==> src/hw/rtl/msps_pkg.sv <==
// Shared types and constants for the masked byte pattern scanner.
package msps_pkg;

    localparam int MAX_PATTERN_BYTES = 16;
    localparam int PATTERN_REG_BYTES = 16;
    localparam int LENGTH_CAP = (MAX_PATTERN_BYTES < PATTERN_REG_BYTES) ?
                                MAX_PATTERN_BYTES : PATTERN_REG_BYTES;

    localparam int DATA_W  = 8;
    localparam int ADDR_W  = 32;
    localparam int LEN_W   = 5;
    localparam int ALIGN_W = 2;
    localparam int CARE_W  = 16;
    localparam int CFG_W   = 64;
    localparam int IDX_W   = 3;
    localparam int FILL_W  = $clog2(MAX_PATTERN_BYTES + 1);
    localparam int WIN_W   = (MAX_PATTERN_BYTES > 1) ? $clog2(MAX_PATTERN_BYTES) : 1;

    localparam int S_TDATA_W = 40;
    localparam int M_TDATA_W = 32;

    // Configuration register indexes
    localparam logic [IDX_W-1:0] REG_PATTERN_LOW      = 3'd0;
    localparam logic [IDX_W-1:0] REG_PATTERN_HIGH     = 3'd1;
    localparam logic [IDX_W-1:0] REG_CARE_MASK        = 3'd2;
    localparam logic [IDX_W-1:0] REG_PATTERN_LENGTH   = 3'd3;
    localparam logic [IDX_W-1:0] REG_ALIGNMENT        = 3'd4;
    localparam logic [IDX_W-1:0] REG_FIRST_MATCH_ONLY = 3'd5;

    // Reset values
    localparam logic [CARE_W-1:0] CARE_MASK_RESET      = 16'hffff;
    localparam logic [LEN_W-1:0]  PATTERN_LENGTH_RESET = 5'd4;

    typedef logic [MAX_PATTERN_BYTES-1:0][DATA_W-1:0] window_t;

    typedef struct packed {
        logic [2*CFG_W-1:0] pattern;   // byte i in bits 8*i+7 .. 8*i
        logic [CARE_W-1:0]  care_mask;
        logic [LEN_W-1:0]   pattern_length;
        logic [ALIGN_W-1:0] alignment;
        logic               first_match_only;
    } cfg_t;

    // Item held in the window stage
    typedef struct packed {
        logic              valid;
        logic              region_first;
        logic [ADDR_W-1:0] byte_address;
        logic [FILL_W-1:0] fill_count;
    } stage_t;

endpackage

==> src/hw/rtl/msps_cfg.sv <==
// Configuration register file of the pattern scanner.
module msps_cfg
(
    input  logic                        clk,
    input  logic                        rst_n,
    input  logic                        cfg_wr_en,
    input  logic [msps_pkg::IDX_W-1:0]  cfg_index,
    input  logic [msps_pkg::CFG_W-1:0]  cfg_data,
    output msps_pkg::cfg_t              cfg
);
    import msps_pkg::*;

    logic [CFG_W-1:0]   pattern_low_reg;
    logic [CFG_W-1:0]   pattern_high_reg;
    logic [CARE_W-1:0]  care_mask_reg;
    logic [LEN_W-1:0]   pattern_length_reg;
    logic [ALIGN_W-1:0] alignment_reg;
    logic               first_match_only_reg;

    always_ff @(posedge clk or negedge rst_n)
    begin
        if (!rst_n)
        begin
            pattern_low_reg      <= '0;
            pattern_high_reg     <= '0;
            care_mask_reg        <= CARE_MASK_RESET;
            pattern_length_reg   <= PATTERN_LENGTH_RESET;
            alignment_reg        <= '0;
            first_match_only_reg <= 1'b0;
        end
        else if (cfg_wr_en)
        begin
            case (cfg_index)
                REG_PATTERN_LOW:      pattern_low_reg      <= cfg_data;
                REG_PATTERN_HIGH:     pattern_high_reg     <= cfg_data;
                REG_CARE_MASK:        care_mask_reg        <= cfg_data[CARE_W-1:0];
                REG_PATTERN_LENGTH:   pattern_length_reg   <= cfg_data[LEN_W-1:0];
                REG_ALIGNMENT:        alignment_reg        <= cfg_data[ALIGN_W-1:0];
                REG_FIRST_MATCH_ONLY: first_match_only_reg <= cfg_data[0];
                default: ;
            endcase
        end
    end

    assign cfg.pattern          = {pattern_high_reg, pattern_low_reg};
    assign cfg.care_mask        = care_mask_reg;
    assign cfg.pattern_length   = pattern_length_reg;
    assign cfg.alignment        = alignment_reg;
    assign cfg.first_match_only = first_match_only_reg;

endmodule

==> src/hw/rtl/msps_window.sv <==
// Input stage: byte window shift line, fill count and held item fields.
module msps_window
(
    input  logic                          clk,
    input  logic                          rst_n,
    input  logic                          load,
    input  logic                          advance,
    input  logic [msps_pkg::DATA_W-1:0]   data_byte,
    input  logic [msps_pkg::ADDR_W-1:0]   byte_address,
    input  logic                          region_first,
    output msps_pkg::window_t             window,
    output msps_pkg::stage_t              stage
);
    import msps_pkg::*;

    window_t           window_reg;
    logic              valid_reg;
    logic              first_reg;
    logic [ADDR_W-1:0] addr_reg;
    logic [FILL_W-1:0] fill_reg;
    logic [FILL_W-1:0] fill_base;

    // Region start restarts the count; window contents are cleared with it
    assign fill_base = region_first ? '0 : fill_reg;

    always_ff @(posedge clk or negedge rst_n)
    begin
        if (!rst_n)
        begin
            window_reg <= '0;
            fill_reg   <= '0;
            valid_reg  <= 1'b0;
            first_reg  <= 1'b0;
            addr_reg   <= '0;
        end
        else
        begin
            if (load)
            begin
                if (region_first)
                    window_reg <= {{(MAX_PATTERN_BYTES-1)*DATA_W{1'b0}}, data_byte};
                else
                    window_reg <= {window_reg[MAX_PATTERN_BYTES-2:0], data_byte};
                if (fill_base < FILL_W'(MAX_PATTERN_BYTES))
                    fill_reg <= fill_base + FILL_W'(1);
                else
                    fill_reg <= fill_base;
                first_reg <= region_first;
                addr_reg  <= byte_address;
                valid_reg <= 1'b1;
            end
            else if (advance)
            begin
                valid_reg <= 1'b0;
            end
        end
    end

    assign window             = window_reg;
    assign stage.valid        = valid_reg;
    assign stage.region_first = first_reg;
    assign stage.byte_address = addr_reg;
    assign stage.fill_count   = fill_reg;

endmodule

==> src/hw/rtl/msps_match.sv <==
// Masked window compare, alignment filter, result register.
module msps_match
(
    input  logic                          clk,
    input  logic                          rst_n,
    input  msps_pkg::cfg_t                cfg,
    input  msps_pkg::window_t             window,
    input  msps_pkg::stage_t              stage,
    input  logic                          advance,
    input  logic                          m_tready,
    output logic                          m_tvalid,
    output logic [msps_pkg::ADDR_W-1:0]   match_address
);
    import msps_pkg::*;

    logic [LEN_W-1:0]  len;
    logic [LEN_W-1:0]  sel;
    logic [ADDR_W-1:0] start;
    logic              byte_ok;
    logic              hit;
    logic              align_ok;
    logic              found_base;
    logic              report;
    logic              found_reg;
    logic              out_valid_reg;
    logic [ADDR_W-1:0] out_addr_reg;

    always_comb
    begin
        if (cfg.pattern_length == '0)
            len = LEN_W'(1);
        else if (cfg.pattern_length > LEN_W'(LENGTH_CAP))
            len = LEN_W'(LENGTH_CAP);
        else
            len = cfg.pattern_length;
    end

    assign start = stage.byte_address - ADDR_W'(len - LEN_W'(1));

    always_comb
    begin
        if (cfg.alignment[1])
            align_ok = (start[1:0] == 2'b00);
        else if (cfg.alignment[0])
            align_ok = ~start[0];
        else
            align_ok = 1'b1;
    end

    // Pattern byte k lines up with the byte received len-1-k items ago
    always_comb
    begin
        hit = (stage.fill_count >= FILL_W'(len)) && align_ok;
        sel = '0;
        byte_ok = 1'b1;
        for (int k = 0; k < LENGTH_CAP; k++)
        begin
            sel = len - LEN_W'(1) - LEN_W'(k);
            byte_ok = (LEN_W'(k) >= len) || !cfg.care_mask[k] ||
                      (cfg.pattern[k*DATA_W +: DATA_W] == window[sel[WIN_W-1:0]]);
            hit = hit && byte_ok;
        end
    end

    assign found_base = stage.region_first ? 1'b0 : found_reg;
    assign report     = hit && !(cfg.first_match_only && found_base);

    always_ff @(posedge clk or negedge rst_n)
    begin
        if (!rst_n)
        begin
            found_reg     <= 1'b0;
            out_valid_reg <= 1'b0;
        end
        else
        begin
            if (advance)
            begin
                found_reg     <= found_base | report;
                out_valid_reg <= report;
            end
            else if (m_tready)
            begin
                out_valid_reg <= 1'b0;
            end
        end
    end

    always_ff @(posedge clk)
    begin
        if (advance && report)
            out_addr_reg <= start;
    end

    assign m_tvalid      = out_valid_reg;
    assign match_address = out_addr_reg;

endmodule

==> src/hw/rtl/masked_byte_pattern_scanner_core.sv <==
// Top level of the masked byte pattern scanner.
//
// Scans a stream of address-tagged memory bytes for a pattern of up to 16
// bytes with per-byte care bits and reports the start address of each match
// whose window lies inside the current region and meets the selected
// alignment (optionally only the first match per region). One item is taken
// every cycle unless the result side stalls. The item carrying the last
// byte of the window is captured in the window register; the compare runs
// from there and the result register takes the match when the window
// stage advances, raising m_tvalid. Result backpressure stalls the window
// stage, dropping s_tready. The user must write configuration (cfg_wr_en,
// cfg_index, cfg_data) only while no item is in flight; nothing enforces it.
module masked_byte_pattern_scanner_core
(
    input  logic                               clk,
    input  logic                               rst_n,
    input  logic                               cfg_wr_en,
    input  logic [msps_pkg::IDX_W-1:0]         cfg_index,
    input  logic [msps_pkg::CFG_W-1:0]         cfg_data,
    input  logic                               s_tvalid,
    output logic                               s_tready,
    input  logic [msps_pkg::S_TDATA_W-1:0]     s_tdata,   // data_byte[7:0], byte_address[39:8]
    input  logic                               s_tuser,   // region_first
    output logic                               m_tvalid,
    input  logic                               m_tready,
    output logic [msps_pkg::M_TDATA_W-1:0]     m_tdata    // match_address[31:0]
);
    import msps_pkg::*;

    cfg_t    cfg;
    window_t window;
    stage_t  stage;
    logic    advance;
    logic    load;

    // Window stage moves on when the result register is free or draining
    assign advance  = stage.valid && (!m_tvalid || m_tready);
    assign s_tready = !stage.valid || advance;
    assign load     = s_tvalid && s_tready;

    msps_cfg u_cfg
    (
        .clk       (clk),
        .rst_n     (rst_n),
        .cfg_wr_en (cfg_wr_en),
        .cfg_index (cfg_index),
        .cfg_data  (cfg_data),
        .cfg       (cfg)
    );

    msps_window u_window
    (
        .clk          (clk),
        .rst_n        (rst_n),
        .load         (load),
        .advance      (advance),
        .data_byte    (s_tdata[DATA_W-1:0]),
        .byte_address (s_tdata[DATA_W +: ADDR_W]),
        .region_first (s_tuser),
        .window       (window),
        .stage        (stage)
    );

    msps_match u_match
    (
        .clk           (clk),
        .rst_n         (rst_n),
        .cfg           (cfg),
        .window        (window),
        .stage         (stage),
        .advance       (advance),
        .m_tready      (m_tready),
        .m_tvalid      (m_tvalid),
        .match_address (m_tdata)
    );

endmodule
==> config.mk <==
export PLATFORM = sky130hd
export DESIGN_NAME = masked_byte_pattern_scanner_core
export DESIGN_NICKNAME = d
export VERILOG_FILES = /design/src/hw/rtl/msps_pkg.sv /design/src/hw/rtl/msps_cfg.sv /design/src/hw/rtl/msps_window.sv /design/src/hw/rtl/msps_match.sv /design/src/hw/rtl/masked_byte_pattern_scanner_core.sv
export SDC_FILE = /design/constraint.sdc
export NUM_CORES = 1
export LEC_CHECK = 0
export BUFFER_PORTS_ARGS = -buffer_cell sky130_fd_sc_hd__clkbuf_2
export CAP_MARGIN = 40
export CORE_ASPECT_RATIO = 1.4
export CORE_MARGIN = 3
export CORE_UTILIZATION = 32
export CTS_BUF_LIST = sky130_fd_sc_hd__clkbuf_8
export DETAILED_ROUTE_END_ITERATION = 10
export PLACE_DENSITY = 0.48
export SYNTH_ARGS = -nofsm -noshare
export SYNTH_HDL_FRONTEND = slang
export SYNTH_HIERARCHICAL = 1
export SYNTH_SLANG_ARGS = --single-unit
==> constraint.sdc <==
create_clock -name clk -period 19.06 [get_ports clk]
set_input_delay 0 -clock clk [delete_from_list [all_inputs] [get_ports clk]]
set_output_delay 0 -clock clk [all_outputs]
set_load 0.02 [all_outputs]
After elaboration in Yosys (flattened, before gate mapping). Index checks and enable logic that the tools add are counted.

Flip-flop bits (word level): 353. Logic and storage cells: 236. Bits of input ports: 113. Output and inout bits: 34.

Multiplexer cells: 44. Reductions and logical operators: 86. Add/sub/neg operators: 19. Order comparisons: 35. Equal/unequal tests: 21. Bitwise gates (word level): 2.

Operators with widths (number): $bmux 8 s4 (16); $eq 8x8->1 (16); $mux 128 (1); $mux 8 (16); $lt 4x5->1 const B (16); $ge 4x5->1 const A (8); $logic_or 1x1->1 (34); $sub 32x32->32 (1); $sub 4x4->4 const B (8); $logic_and 1x1->1 (22); $ge 3x5->1 const A (4); $mux 5 (4); $logic_not 1->1 (19); $sub 4x3->4 const B (4); $reduce_and 2->1 (6); $ge 1x5->1 const A (2); $ge 2x5->1 const A (2); $sub 4x1->4 const B (2); $sub 4x2->4 const B (2); $mux 1 (7); $eq 3x2->1 const B (2); $eq 3x3->1 const B (2); $sub 5x1->6 const B (1); $add 5x1->5 const B (1); 10 further kinds (11).

Depth between registers and ports, before layout. Gate-level depths: netlist (run 1).

Depth in word-level cells: 27. Mapped depth: 23.

Cells and area by module. The synthesis (run 1) kept the hierarchy.

By module, submodules not included: msps_match (times used 1, area an instance 10924.2 µm², cells each 934, sequential area each 1011.0 µm²); msps_window (times used 1, area an instance 7211.9 µm², cells each 639, sequential area each 4179.0 µm²); msps_cfg (times used 1, area an instance 6184.7 µm², cells each 327, sequential area each 3824.9 µm²); masked_byte_pattern_scanner_core (times used 1, area an instance 37.5 µm², cells each 4, sequential area each 0.0 µm²).

Worst setup path after synthesis (run 1). Ideal clock, no wire load.

Kind: register to register. Start point: register u_cfg.pattern_length_reg[3]. End point: register u_match.out_addr_reg[0] (netlist: u_match/match_address[0]) (enable). Buffers on the path: 9. Arrival time: 6.959 ns. Library setup time: 0.421 ns. Required time: 18.639 ns. Slack: 11.680 ns. Cell stages (with the launch flop): 21. Path through: dfrtp_1 buf_2 nor3_1 o21a_1 buf_4 buf_2 clkbuf_1 ha_1 buf_2 clkinv_1 buf_1 ha_1 clkbuf_1 clkbuf_1 clkbuf_1 mux4_2 xnor2_1 nor4_1 a21oi_1 or4_1 nor2_1.

Longest elaborated chain between the ends: 27.

Ends and longest elaborated chain: start: declaration (line msps_cfg.sv:16) `logic [LEN_W-1:0] pattern_length_reg;`; start signal: assignment (line msps_cfg.sv:37) `REG_PATTERN_LENGTH: pattern_length_reg <= cfg_data[LEN_W-1:0];`; $gt 5x5->1 (line msps_match.sv:32) `else if (cfg.pattern_length > LEN_W'(LENGTH_CAP))`; $mux 5 (line msps_match.sv:32); $mux 5 (*) (line msps_match.sv:30) `if (cfg.pattern_length == '0)`; $sub 5x1->6 (line msps_match.sv:38) `assign start = stage.byte_address - ADDR_W'(len - LEN_W'(1));`; $sub 32x32->32 (line msps_match.sv:38); $not 1->1 (line msps_match.sv:45) `align_ok = ~start[0];`; $mux 1 (line msps_match.sv:44) `else if (cfg.alignment[0])`; $mux 1 (line msps_match.sv:42) `if (cfg.alignment[1])`; $logic_and 1x1->1 (line msps_match.sv:53) `hit = (stage.fill_count >= FILL_W'(len)) && align_ok;`; $logic_and 1x1->1 (15 in a row) (line msps_match.sv:61) `hit = hit && byte_ok;`; $logic_and 1x1->1 (*) (line msps_match.sv:61); $logic_and 1x1->1 (*) (line msps_match.sv:66) `assign report = hit && !(cfg.first_match_only && found_base);`; $logic_and 1x1->1 (*) (line msps_match.sv:91) `if (advance && report)`; end signal: assignment (line msps_match.sv:92) `out_addr_reg <= start;`; end: declaration (line msps_match.sv:26) `logic [ADDR_W-1:0] out_addr_reg;`.

Mark *: on every way between the ends. The rest lies on a longest branch, timed or not. The select of a mux whose other input is x is not followed. A chain may end at the register's enable or synchronous reset.

Worst setup path in the final report (run 1).
Start point: register u_cfg.pattern_length_reg[4]. End point: register u_match.out_addr_reg[29] (netlist: u_match/match_address[29]) (enable).

Same word-level chain as after synthesis.

==> metrics.md, run 1 <==
| Metric | Value |
|---|---|
| Placed cells | 2917 |
| Worst Path Max Fanout | 34 |
| Post-synth EDFFs | 32 |
| Cells after synthesis | 1904 |
| Post-synthesis async set-or-reset flop share | 0.9093 |
| Hold_buf cts | 131 |
| Top post-synthesis cells by count | dfrtp_1, mux4_2, mux2i_1, inv_1, mux2_2 |
| Setup crit start kind | flop |
| Post-synthesis mux area share | 0.3362 |
| Clock tree sinks | 353 |
| Post-DRT Antenna Nets | 0 |
| Number of max-cap violations | 0 |
| Top delay family on crit path | XOR/XNOR gates |
| Post-synthesis sequential area ratio | 0.3701 |
| Final WL | 79060 um |
| Resized Gates After CTS | 0 |
| Final Cycle Share | 0.3661 |
| PortBufs | 146 |
| Share of cells above drive strength 1 | 0.3180 |
| H-tree depth | 2 |
| Fmax | 143.3 MHz |
| Warnings, synthesis | 6 |
| Setup-failing EPs final | 0 |
| Post-route insts no fill | 3158 |
| Detail Placement HPWL | 59310 um |
| Max_slew headroom | 0.3788 |
| Starting Density | 0.3233 |
| Crit path required time | 19.46 ns |
| Root buffer cell | clkbuf_8 |
| Slew @ Worst Pin | 0.9319 ns |
| Largest family of logic cells by synthesized area | multiplexers |
| Latest clock arrival within the worst-skew pair | 0.70 ns |
| RSZ-0062 raised after global routing | false |
| Synth area leader | dfrtp_1 |
| Largest net degree at the start of global routing | 132 |
| Area grow syn2layout | 15.50% |
| Synth Flop Type | dfrtp_1 |
| Synth cell types | 75 |
| Site Rows | 119 |
| Core region area | 75340 sq um |
| Slowest stage cell, crit path | xnor2_4 |
| Via count | 16.76k |
| Crit path largest cell delay | 0.68 ns |
| FF+latch count, synth | 353 |
| Xor/xnor cell area share of the yosys netlist | 0.06256 |
| Max reg flops | 128 |
| CP bufs+invs | 4 |
| Fin nets | 2307 |
| Vias in the first global route | 17.48k |
| Vert. Die Dim | 332.4 um |
| Pre-antenna DRT Iters | 6 |
| Final hold vios | 0 |
| Simple logic cell fraction of the synthesized area | 0.06888 |
| Outcome | finished clean |
| Vias per cell | 5.308 |
| DR iter-0 viols | 1138 |
| Worst-path clk slew | 0.06 ns |
| Post-CTS Setup Inserts | 0 |
| Fin Clk Skew | 0.04201 ns |
| Critical path class | flop to flop |
| Final GP Congestion | 0.9330 |
| Lkg Pwr | 11.34 nW |
| Worst path cell trace | inv_2 > o21a_4 > inv_4 > ha_1 > xnor2_4 > inv_2 > ha_1 > xnor2_4 > mux4_2 > xor2_1 > nor4_1 > a21oi_1 > or4_1 > nor2_4 > buf_12 |
| Synthesized area | 24360 sq um |
| Hold WC Path Type | primary input to asynchronous set/reset pin |
| Crit path DAT | 7.37 ns |
| Initial antenna violation count | 1 |
| Pins Over Slew Limit | 0 |
| CTS tree | yes |
| Syn Area/Cell | 12.79 sq um |
| TritonCTS buffer count | 59 |
| Ranking of synthesized cells by area | dfrtp_1, mux4_2, mux2i_1 |
| Period minus WS final | 6.979 ns |
| Hold Slack | 0.004314 ns |
| Reg2reg setup slack | 12.08 ns |
| CTS Buffer Depth | 3 |
| Congestion Overflow GR | 0 |
| Syn Nets | 2070 |
| DIE AREA | 79510 sq um |
| Power Density | 107.2 nW/um^2 |
| Setup TNS | 0 ns |
| Remaining DRCs | 0 |
| All-Layer GR Usage | 0.1979 |
| Synth Area in Compound Gates | 0.06472 |
| Crit. End Element | flop |
| Final core utilization | 0.3734 |
| Share of the synthesized area in the top cell type | 0.3123 |
| FILL cells | 7251 |
| Most frequent cell after synthesis | dfrtp_1 |
| DIE WIDTH | 239.2 um |
| VDD IR max | 0.06299 mV |
| Synth Area in Adders | 0.02835 |
| Wire per inst | 25.04 um |
| First-pass GRT wire length | 117500 um |
| Power Total | 0.003017 W |
| IO Pins | 147 |
==> layout make-up <==
class,instances,area (sq um),area share
diodes,1,2.502,0.00008895
clock buffers,74,1018,0.03620
clock inverters,35,188.9,0.006716
inverters,151,579.3,0.02059
multi-input cells,1271,13700,0.4869
flip-flops and latches,353,9015,0.3204
well taps,968,1211,0.04305
repair buffers,305,2420,0.08601
==> per-stage QoR <==
step           setup slack [ns]  cell area, sq um
6_report                  12.08             28130
5_1_grt                   11.64             28130
4_1_cts                   12.07             28130
3_5_place_dp              12.03             25610
3_3_place_gp              11.35             25400
2_1_floorplan             11.68             24360
==> power breakdown <==
group          internal, W  switching, W  leakage, nW
clock             0.000363      0.000335        0.686
combinational     0.000637      0.000699         6.33
sequential        0.000874      0.000109         4.33
==> layer usage <==
layer	global-route usage	share of wire
met5	0	0
met4	0.07725	0.039
met3	0.02430	0.032
met2	0.3654	0.53
met1	0.2317	0.39
==> final timing paths <==
path                                                         start                                     to  cells after the start
max in group asynchronous                                    rst_n        u_window/window[31]$_DFFE_PN0P_                      5
max reg2reg                u_cfg/pattern_length_reg[4]$_DFFE_PN0P_    u_match/match_address[29]$_DFFE_PP_                     15
min in group clk                                       s_tdata[35]      u_window/addr_reg[27]$_DFFE_PN0P_                      3
max                        u_cfg/pattern_length_reg[4]$_DFFE_PN0P_    u_match/match_address[29]$_DFFE_PP_                     15
min                                                          rst_n  u_cfg/pattern_high_reg[9]$_DFFE_PN0P_                      2
min reg2reg                          u_match/found_reg$_DFFE_PN0P_          u_match/found_reg$_DFFE_PN0P_                      2
==> cell families after synthesis <==
logic type	count (synthesis)
buffers and inverters	280
AOI/OAI and AO/OA	264
adders and majority gates	55
xor gates and xnor gates	165
DFF	353
muxes	530
and+or+nand+nor	257
==> layout by cell type (no fill, tap or decap), types with 26 or more instances in the layout <==
master         instances
o21ai_0              105
mux2i_1              144
a21oi_1               36
edfxtp_1              32
inv_1                159
xnor2_1              116
clkbuf_2             144
mux2_4                76
nand3b_1             121
mux2_2               122
o21ai_1               39
nand4_1               30
nand2_1               26
dfrtp_1              304
clkbuf_8              74
xor2_1                43
ha_1                  51
mux4_2               188
dlygate4sd3_1        131
Power figures use the tool's default switching activity.
==> run 2, diff against run 1 <==
==> constraint.sdc (replaced) <==
create_clock -name clk -period 7.2 [get_ports clk]
set_input_delay 0 -clock clk [delete_from_list [all_inputs] [get_ports clk]]
set_output_delay 0 -clock clk [all_outputs]
set_load 0.02 [all_outputs]
==> metrics.md, run 2 (same netlist as run 1, synthesis figures left out) <==
| Metric | Value |
|---|---|
| FILL cells | 7287 (+0.50%) |
| Congestion Overflow GR | 0 (unchanged) |
| Via count | 16.90k (+0.82%) |
| Power Density | 285.8 nW/um^2 (+170%) |
| Largest net degree at the start of global routing | 251 (+90%) |
| Pins Over Slew Limit | 0 (unchanged) |
| RSZ-0062 raised after global routing | false |
| CTS tree | yes |
| Worst-path clk slew | 0.06 ns (about the same) |
| Pre-antenna DRT Iters | 5 (-1) |
| Reg2reg start | u_cfg/pattern_length_reg[4]$_DFFE_PN0P_ |
| Max_slew headroom | 0.2217 (-0.1570) |
| Root buffer cell | clkbuf_8 |
| Slew @ Worst Pin | 1.167 ns (+0.2355 ns) |
| DIE AREA | 79510 sq um (unchanged) |
| Initial antenna violation count | 1 (unchanged) |
| DIE WIDTH | 239.2 um (unchanged) |
| Lkg Pwr | 11.52 nW (+1.6%) |
| First-pass GRT wire length | 118100 um (+0.53%) |
| Reg2reg setup slack | 1.18 ns (-10.90 ns) |
| Setup TNS | 0 ns (unchanged) |
| Detail Placement HPWL | 59110 um (-0.33%) |
| All-Layer GR Usage | 0.1988 (+0.0008841) |
| Period minus WS final | 6.022 ns (-0.9567 ns) |
| Post-DRT Antenna Nets | 0 (unchanged) |
| CTS Buffer Depth | 3 (unchanged) |
| Area grow syn2layout | 16.77% |
| Fin Clk Skew | 0.04338 ns (+0.001367 ns) |
| Outcome | finished clean |
| Final hold vios | 0 (unchanged) |
| IO Pins | 147 (unchanged) |
| Max reg flops | 128 (unchanged) |
| DR iter-0 viols | 1120 (-1.6%) |
| Vias in the first global route | 17.66k (+1.0%) |
| Setup crit start kind | flop |
| FF-to-FF End | u_match/match_address[30]$_DFFE_PP_ |
| Crit path largest cell delay | 0.69 ns (about the same) |
| Crit path required time | 7.56 ns (-11.90 ns) |
| Final Cycle Share | 0.8364 (+0.4703) |
| Critical path class | flop to flop |
| Remaining DRCs | 0 (unchanged) |
| H-tree depth | 2 (unchanged) |
| Wire per inst | 24.89 um (-0.57%) |
| Final GP Congestion | 0.8813 (-5.5%) |
| Slowest stage cell, crit path | xnor2_4 |
| Crit path DAT | 6.38 ns (-0.99 ns) |
| Fmax | 166.1 MHz (+16%) |
| Most frequent cells in the layout | dfrtp_1, mux4_2, inv_1 |
| Final WL | 79410 um (+0.44%) |
| PortBufs | 146 (unchanged) |
| TritonCTS buffer count | 61 (+3.4%) |
| Most used cell along the critical path | buf_4 |
| Core region area | 75340 sq um (unchanged) |
| Leading cell type in the layout, fill and taps excluded | dfrtp_1 |
| Share of cells above drive strength 1 | 0.3144 (-0.003539) |
| Worst path cell trace | inv_2 > nand2_2 > buf_4 > ha_2 > buf_4 > ha_1 > xnor2_4 > mux4_2 > xor2_1 > nor4_1 > a21oi_1 > or4_1 > nor2_4 > buf_4 |
| Starting Density | 0.3233 (unchanged) |
| Final core utilization | 0.3775 (+0.004119) |
| Number of max-cap violations | 0 (unchanged) |
| Latest clock arrival within the worst-skew pair | 0.72 ns (+0.02 ns) |
| Clock tree sinks | 353 (unchanged) |
| Crit path capture | u_match/match_address[30]$_DFFE_PP_ |
| Hold WC Path Type | primary input to flop |
| VDD IR max | 0.1953 mV (+210%) |
| CP Launch Point | u_cfg/pattern_length_reg[4]$_DFFE_PN0P_ |
| R2R cell count | 14 (-1) |
| Worst Path Max Fanout | 36 (+5.9%) |
| Vias per cell | 5.297 (-0.19%) |
| Vert. Die Dim | 332.4 um (unchanged) |
| Setup-failing EPs final | 0 (unchanged) |
| Site Rows | 119 (unchanged) |
| Fin nets | 2339 (+1.4%) |
| Crit. End Element | flop |
## run 2: changes by cell type in the layout (fill, tap and decap cells not counted), moves of 2 or more
cell / before / now
dlygate4sd3_1: 131 / 149
clkinvlp_4: 3 / 1
buf_4: 18 / 30
inv_1: 159 / 169
buf_16: 5 / 8
clkbuf_8: 74 / 68
buf_12: 4 / 1
clkinv_2: 12 / 6
bufinv_16: 1 / 4
## run 2: what timing repair did
action	CTS	global route
setup endpoints to repair	0	0
hold buffers	150	0
setup buffers	0	0
gates resized for setup	0	0
endpoints found under the hold margin	488	0
## run 2: final cells by class
| type | count | area (sq um) | share of cell area |
|---|---|---|---|
| Multi-Input combinational cell | 1271 | 13700 | 0.4816 |
| Sequential cell | 353 | 9015 | 0.3169 |
| Timing Repair Buffer | 335 | 2713 | 0.09537 |
| Tap cell | 968 | 1211 | 0.04258 |
| Clock buffer | 68 | 935.9 | 0.03290 |
| Inverter | 151 | 579.3 | 0.02037 |
| Clock inverter | 42 | 286.5 | 0.01007 |
| Antenna cell | 2 | 5.005 | 0.0001760 |
## run 2: worst min path at each step
stage / from / to / slack (ns) / depth (start not counted)
finish: s_tdata[38] / u_window/addr_reg[30]$_DFFE_PN0P_ / 0.06 / 3
global route: s_tdata[6] / u_window/window[6]$_DFFE_PN0P_ / 0.03 / 3
CTS: s_tdata[38] / u_window/addr_reg[30]$_DFFE_PN0P_ / 0.003 / 3
detailed placement: rst_n / u_cfg/pattern_high_reg[12]$_DFFE_PN0P_ / -0.01 / 1
global placement: rst_n / u_cfg/pattern_low_reg[12]$_DFFE_PN0P_ / -0.02 / 1
floorplan: rst_n / u_cfg/alignment_reg[0]$_DFFE_PN0P_ / -0.30 / 0
## run 2: critical path: cells and delay by family (launching register included)
family                   cells  cell delay (ns)
AND/OR/NAND/NOR              4             1.35
buffers and inverters        4             1.24
XOR/XNOR                     2             0.86
adder cells (fa/ha/maj)      2             0.71
flip-flops                   1             0.68
multiplexers                 1             0.61
AO/OA/AOI/OAI                1             0.19
## run 2: metrics by stage
step / setup WS (ns) / power, W / hold slack, ns / cells / instance area, sq um
detailed placement: 1.124 / 0.006180 / -0.01215 / 2928 / 25700
finish: 1.178 / 0.008131 / 0.06293 / 3190 / 28440
global route: 0.7999 / 0.008579 / 0.03086 / 3189 / 28440
floorplan: 0.3324 / 0.005272 / -0.2956 / 1904 / 24360
global placement: 1.261 / 0.006108 / -0.01537 / 2920 / 25490
CTS: 1.166 / 0.008225 / 0.002799 / 3188 / 28440
## run 2: power by group
group          total [W]  leakage, nW  switching, W  internal [W]
clock            0.00192        0.723      0.000909       0.00101
sequential       0.00258         4.33      0.000265       0.00231
combinational    0.00364         6.47       0.00190       0.00174
total            0.00813         11.5       0.00307       0.00506
## run 2: layer usage
metal	global-route usage	wire, um	vias to the layer above	share of wire
met5	0	0	-	0
met4	0.08523	3676	0	0.046
met3	0.02729	3175	136	0.040
met2	0.3572	41230	409	0.52
met1	0.2364	31330	8726	0.39
li1	-	-	7628	-
